--- config.mk ---
export PLATFORM = sky130hd
export DESIGN_NAME = q2e_isqrt
export DESIGN_NICKNAME = d
export VERILOG_FILES = /design/src/rtl/q2e_isqrt.sv
export SDC_FILE = /design/constraint.sdc
export NUM_CORES = 2
export LEC_CHECK = 0
export BUFFER_PORTS_ARGS = -buffer_cell sky130_fd_sc_hd__buf_2
export CORE_MARGIN = 5
export CORE_UTILIZATION = 57
export CTS_CLUSTER_DIAMETER = 30
export DETAILED_ROUTE_END_ITERATION = 10
export GPL_TIMING_DRIVEN = 0
export HOLD_SLACK_MARGIN = 0.03
export MAX_ROUTING_LAYER = met4
export PLACE_DENSITY = 0.75
export SKIP_LAST_GASP = 1
export SYNTH_ARGS = -nofsm -noshare
export SYNTH_HDL_FRONTEND = slang
export SYNTH_SLANG_ARGS = --single-unit
--- constraint.sdc ---
create_clock -name clock -period 12.3 [get_ports clock]
set_clock_uncertainty 0.05 [all_clocks]
set_input_delay 1.845 -clock clock [delete_from_list [all_inputs] [get_ports clock]]
set_output_delay 1.845 -clock clock [all_outputs]
set_load 0.02 [all_outputs]
--- src/rtl/q2e_isqrt.sv ---
`timescale 1ns / 1ps
`default_nettype none
// ----------------------------------------------------------------------------
// Pipelined integer square root
// Restoring square root, one result bit per stage, with a sideband that
// travels alongside.
// ----------------------------------------------------------------------------
module q2e_isqrt #(
   parameter int VAL_W  = 58,
   parameter int SIDE_W = 8
) (
   input  wire logic                   clock,
   input  wire logic                   reset,
   input  wire logic                   in_valid,
   output logic                        in_ready,
   input  wire logic [VAL_W-1:0]       val_in,
   input  wire logic [SIDE_W-1:0]      side_in,
   output logic                        out_valid,
   input  wire logic                   out_ready,
   output logic [VAL_W/2-1:0]          root_out,
   output logic [SIDE_W-1:0]           side_out
);

   localparam int RT_W = VAL_W / 2;
   localparam int IW   = VAL_W + 1;

   logic [RT_W-1:0]   v_ff;
   logic [RT_W:0]     en;
   logic [IW-1:0]     rem_ff  [RT_W];
   logic [IW-1:0]     res_ff  [RT_W];
   logic [SIDE_W-1:0] side_ff [RT_W];
   logic [IW-1:0]     rem_in  [RT_W];
   logic [IW-1:0]     res_in  [RT_W];

   // stall chain: a stage moves when it is empty or the next one moves
   assign en[RT_W] = out_ready;
   genvar g;
   generate
      for (g = 0; g < RT_W; g++) begin : gen_en
         assign en[g] = ~v_ff[g] | en[g+1];
      end
   endgenerate
   assign in_ready  = en[0];
   assign out_valid = v_ff[RT_W-1];
   assign root_out  = res_ff[RT_W-1][RT_W-1:0];
   assign side_out  = side_ff[RT_W-1];

   // one trial subtraction per stage
   always_comb begin
      logic [IW-1:0] rem_p;
      logic [IW-1:0] res_p;
      logic [IW-1:0] bit_k;
      logic [IW-1:0] trial;
      for (int k = 0; k < RT_W; k++) begin
         if (k == 0) begin
            rem_p = IW'(val_in);
            res_p = '0;
         end else begin
            rem_p = rem_ff[k-1];
            res_p = res_ff[k-1];
         end
         bit_k = IW'(1) << (VAL_W - 2 - 2*k);
         trial = res_p + bit_k;
         if (rem_p >= trial) begin
            rem_in[k] = rem_p - trial;
            res_in[k] = (res_p >> 1) + bit_k;
         end else begin
            rem_in[k] = rem_p;
            res_in[k] = res_p >> 1;
         end
      end
   end

   always_ff @(posedge clock) begin
      if (reset) begin
         v_ff <= '0;
      end else begin
         for (int k = 0; k < RT_W; k++) begin
            if (en[k]) v_ff[k] <= (k == 0) ? in_valid : v_ff[k-1];
         end
      end
   end

   always_ff @(posedge clock) begin
      for (int k = 0; k < RT_W; k++) begin
         if (en[k]) begin
            rem_ff[k]  <= rem_in[k];
            res_ff[k]  <= res_in[k];
            side_ff[k] <= (k == 0) ? side_in : side_ff[k-1];
         end
      end
   end

endmodule
`default_nettype wire

**Yosys cells after proc, flatten, opt, wreduce, memory -nomap -nowiden**

Memories as Yosys holds them, arrays and structs flattened.
Index checks and enable logic that the tools add are counted.

- Bits in registers: 29
- Bits in writable memories: 3654
- Bits of input ports: 70
- Output and inout bits: 39
- Logic and storage cells: 320
- Memories kept: 3

Memory list:

| memory | words | width | rd ports | clocked after memory_dff | wr ports | RTL line | source |
|---|---|---|---|---|---|---|---|
| rem_ff | 29 | 59 | 28 | 0 | 29 | 29 | `logic [IW-1:0] rem_ff [RT_W];` |
| res_ff | 29 | 59 | 29 | 0 | 29 | 30 | `logic [IW-1:0] res_ff [RT_W];` |
| side_ff | 29 | 8 | 29 | 0 | 29 | 31 | `logic [SIDE_W-1:0] side_ff [RT_W];` |

- Add/sub/neg operators: 85
- Magnitude comparators: 29
- Mux-type cells: 116
- Bitwise logic cells: 58

Operators with widths:

| kind | count |
|---|---|
| $mux W59 | 57 |
| $ge A59 B59 Y1 | 28 |
| $sub A59 B59 Y59 | 28 |
| $add A58 B1 Y59 const B | 1 |
| $add A58 B11 Y59 const B | 1 |
| $add A58 B13 Y59 const B | 1 |
| $add A58 B15 Y59 const B | 1 |
| $add A58 B17 Y59 const B | 1 |
| $add A58 B19 Y59 const B | 1 |
| $add A58 B21 Y59 const B | 1 |
| $add A58 B23 Y59 const B | 1 |
| $add A58 B25 Y59 const B | 1 |
| $add A58 B27 Y59 const B | 1 |
| $add A58 B29 Y59 const B | 1 |
| $add A58 B3 Y59 const B | 1 |
| $add A58 B31 Y59 const B | 1 |
| $add A58 B33 Y59 const B | 1 |
| $add A58 B35 Y59 const B | 1 |
| $add A58 B37 Y59 const B | 1 |
| $add A58 B39 Y59 const B | 1 |
| $add A58 B41 Y59 const B | 1 |
| $add A58 B43 Y59 const B | 1 |
| $add A58 B45 Y59 const B | 1 |
| $add A58 B47 Y59 const B | 1 |
| 41 further kinds | 154 |

**Longest topological paths before layout**

- Word-level depth: 32
- Depth in mapped cells: 14
- Mapped depth without buffers: 12

**Worst setup path after synthesis**

Ideal clock, no wire load.

- Kind: input port to output port
- Start point: in out_ready
- End point: out in_ready
- Data arrival time: 11.290 ns
- Data required time: 10.405 ns
- Path slack: -0.885 ns
- Stages: 12
- Buffers on the path: 1
- Cell sequence: nor2b_1 inv_1 nor2_1 nand2_1 nor2_1 inv_1 nor4_1 nand2_1 inv_1 and3_1 clkbuf_1 nand4_1

- Word-level cells in the longest chain between the ends: 29

RTL lines:

| what | RTL line | source |
|---|---|---|
| start: declaration | 19 | `input wire logic out_ready,` |
| $or A1 B1 Y1 | 40 | `assign en[g] = ~v_ff[g] \| en[g+1];` |
| named net en[28] | 28 | `logic [RT_W:0] en;` |
| $or A1 B1 Y1 (5 in a row) | 40 |  |
| named net en[23] | 28 |  |
| $or A1 B1 Y1 | 40 |  |
| named net en[22] | 28 |  |
| $or A1 B1 Y1 (17 in a row) | 40 |  |
| named net en[5] | 28 |  |
| $or A1 B1 Y1 (5 in a row) | 40 |  |
| end: declaration | 15 | `output logic in_ready,` |

The timed path passes the listed nets, and every way through them passes these cells.

**Final worst setup path**

Ends and elaborated chain as after synthesis.

==> summary.md <==
| Metric | Value |
|---|---|
| Sequential cell area fraction in the yosys report | `65.3%` |
| Area growth from synthesis to layout | `17.6%` |
| Die area | `197000 um2` |
| Max-slew violations | `0` |
| Crit. Startpoint | `out_ready` |
| Crit path buffers/inverters | `9` |
| Status | `finished, final reports clean` |
| Port Buffers | `107` |
| Mean Syn Cell Area | `13.1 um2` |
| Main synth FF type | `edfxtp_1` |
| Vias per cell | `6.00` |
| Pin count of the biggest net entering global routing | `84` |
| Post-CTS sizing | `0` |
| Max transition margin | `15.0%` |
| Gate Count Post-Synth | `8205` |
| Startpoint Class | `input pin` |
| # hold bufs at CTS | `0` |
| DR DRC count | `0` |
| Commonest non-fill, non-tap cell in the layout | `edfxtp_1` |
| Crit Reg-Reg Startpoint | `v_ff[28]` |
| CP cell instances | `buf_2, nor2b_1, inv_2, nor2_1, nand2_4, nor2_1, inv_4, nor4_1, nand2_4, inv_1, and3_1, clkbuf_1, nand4_1, buf_8, buf_8, buf_8, buf_2` |
| Setup WS pre-CTS | `2480 ps` |
| Initial antenna violation count | `3` |
| Fillers | `12.2k` |
| Async set-reset flop share out of synthesis | `0%` |
| Final WL | `252000 um` |
| Initial Util | `57.3%` |
| Die width | `444 um` |
| Crit path max-delay family | `simple AND/OR/NAND/NOR gates` |
| Iteration-0 DRC Markers | `6729` |
| Number of flops mapped to enable cells by yosys | `2319` |
| Largest stage delay on the critical path | `890 ps` |
| Synthesized net count | `8735` |
| Crit path arrival time | `7850 ps` |
| Final HPWL DP | `172000 um` |
| Pre-Repair DR Iteration Count | `6` |
| First-pass GRT wire length | `392000 um` |
| Yosys warns | `0` |
| Synth Cell Area | `107000 um2` |
| Clock transition at path regs | `50 ps` |
| GP Congestion | `1.00` |
| Crit-path slowest cell | `nor4_1` |
| Distinct cells, synth | `92` |
| I/O Pins | `109` |
| Hold Vio Cnt, Final | `0` |
| RSZ-0062 raised after global routing | `no` |
| VDD IR max | `0.000214 V` |
| CTS root buf | `clkbuf_16` |
| Most frequent cells in the layout | `edfxtp_1, nor2_1, inv_1, a21oi_1, nand2_1` |
| Layout cells sized above 1 | `11.6%` |
| Power Dens Cells | `223 nW/um2` |
| Worst min-delay path class | `register to register` |
| Clock Latency Late Sink | `960 ps` |
| Final worst slack | `2560 ps` |
| Total Routing Usage GR | `25.7%` |
| Die height | `444 um` |
| CP most frequent cell | `buf_8` |
| Routed len/inst | `21.7 um` |
| Worst min-delay path startpoint | `side_ff[1][43]` |
| Measured slew at the worst slew-check pin | `1270 ps` |
| Critical path class | `input pin to primary output` |
| Via count | `69.7k` |
| NumNets Final | `9298` |
| Tcrit/Tclk final | `79.2%` |
| Total gr overflow | `0` |
| Max-cap check violation count | `0` |
| Register bit count reported by yosys | `2348` |
| Max Root-Sink Buffers | `4` |
| Min cycle time layout | `9740 ps` |
| Final setup violation count | `0` |
| H-tree depth | `5` |
| Site Rows | `159` |
| Post-CTS Setup Repair Bufs | `0` |
| Clock sinks | `2348` |
| CTS tree | `done` |
| Worst EP required | `10400 ps` |
| Vias in the first global route | `70.0k` |
| Leakage | `0.0508 uW` |
| Core area | `188000 um2` |
| Max Fanout on Critical Path | `38` |
| Fmax | `103 MHz` |
| Worst setup EP type | `primary output` |
| Cts bufs inserted | `420` |
| Setup TNS | `0 ps` |
| Final ANT Viol Nets | `0` |
-- synth_stat cells (all sizes together) (33+ instances only) --
library cell / instances / area (um2)
edfxtp: 2319 / 69600
nor2: 605 / 2270
inv: 581 / 2180
a21oi: 509 / 2550
nand2: 490 / 1840
ha: 460 / 5760
xnor2: 400 / 3500
xor2: 336 / 2940
o21ai: 302 / 1510
nor4: 266 / 1680
nor3: 239 / 1210
a21o: 152 / 1140
nand4: 149 / 932
nand3: 138 / 691
clkbuf: 119 / 448
or3: 80 / 500
o21a: 77 / 578
mux2: 75 / 848
nand2b: 74 / 463
nor2b: 66 / 413
buf: 64 / 428
or4: 58 / 447
nor4b: 42 / 380
and3: 40 / 250
a31oi: 38 / 238
o211ai: 35 / 263
a211oi: 34 / 265
or2: 33 / 206
-- report_power, final --
part | internal [uW] | total [uW] | switching (uW) | leakage [uW]
combinational | 1950 | 4480 | 2530 | 0.0202
clock | 7620 | 11600 | 4010 | 0.00686
sequential | 10800 | 12100 | 1300 | 0.0238
-- flip-flops by register name, summed over array words and instances (netlist names) --
name     flops
rem_ff    1652
res_ff     435
side_ff    232
v_ff        29
-- path summary, 6_finish.rpt --
path                            cells past startpoint  slack [ps]             end
worst max-delay path                               17        2560        in_ready
worst min-delay path                                0         360  side_ff[1][51]
worst max register to register                     15        5910   rem_ff[0][36]
worst min register to register                      0         360  side_ff[1][51]
-- cell families (layout without fill, tap and decap cells) --
| group | count (synthesis) | in the layout | share of synthesized area (%) |
|---|---|---|---|
| fa+ha+maj | 460 | 460 | 5.35 |
| compound gates | 1399 | 1399 | 8.11 |
| simple gates | 2414 | 2414 | 11.5 |
| buf+inv | 764 | 1667 | 2.84 |
| mux | 83 | 83 | 0.864 |
| xor+xnor | 736 | 736 | 6.00 |
| other cells | 1 | 4 | 0.00349 |
| flops | 2348 | 2348 | 65.3 |
-- layout make-up --
cell class | instances | area, um2 | share of cell area, %
Clock buffer | 452 | 10700 | 8.46
Clock inverter | 310 | 3600 | 2.85
Multi-Input combinational cell | 5093 | 34400 | 27.2
Inverter | 581 | 2200 | 1.74
Timing Repair Buffer | 141 | 1320 | 1.04
Sequential cell | 2348 | 70200 | 55.5
Antenna cell | 3 | 7.51 | 0.00594
Tap cell | 2495 | 3120 | 2.47
Buffer | 183 | 876 | 0.693
-- routing by layer --
| metal | wire (um) | vias to the layer above | track usage [%] | share of wire, % |
|---|---|---|---|---|
| met5 | 0 | - | - | 0 |
| met4 | 9800 | 0 | 9.95 | 3.9 |
| met3 | 14200 | 659 | 3.66 | 5.6 |
| met2 | 130000 | 2802 | 44.7 | 52 |
| met1 | 97400 | 34200 | 30.6 | 39 |
| li1 | - | 32000 | - | - |
-- worst reg2reg max path, stage by stage (launching register included) --
cell and delay, ps:
dfxtp_1 320, nor2b_1 450, inv_2 460, nor2_1 530, nand2_4 300, nor2_1 330
inv_4 180, nor4_1 890, nand2_4 230, inv_1 210, and3_1 190, clkbuf_1 390
nand4_1 780, buf_8 450, buf_8 190, buf_8 170
-- through the flow --
stage	hold slack (ps)	power, uW	utilization (%)	std cells	area [um2]
6_report	364	28200	67.4	11600	126000
5_1_grt	369	29400	67.4	11600	126000
4_1_cts	365	28300	67.4	11600	126000
3_5_place_dp	355	16500	59.8	10800	112000
3_3_place_gp	350	16400	59.2	10800	111000
2_1_floorplan	350	15000	-	8205	107000
(Power assumes the default switching activity.)
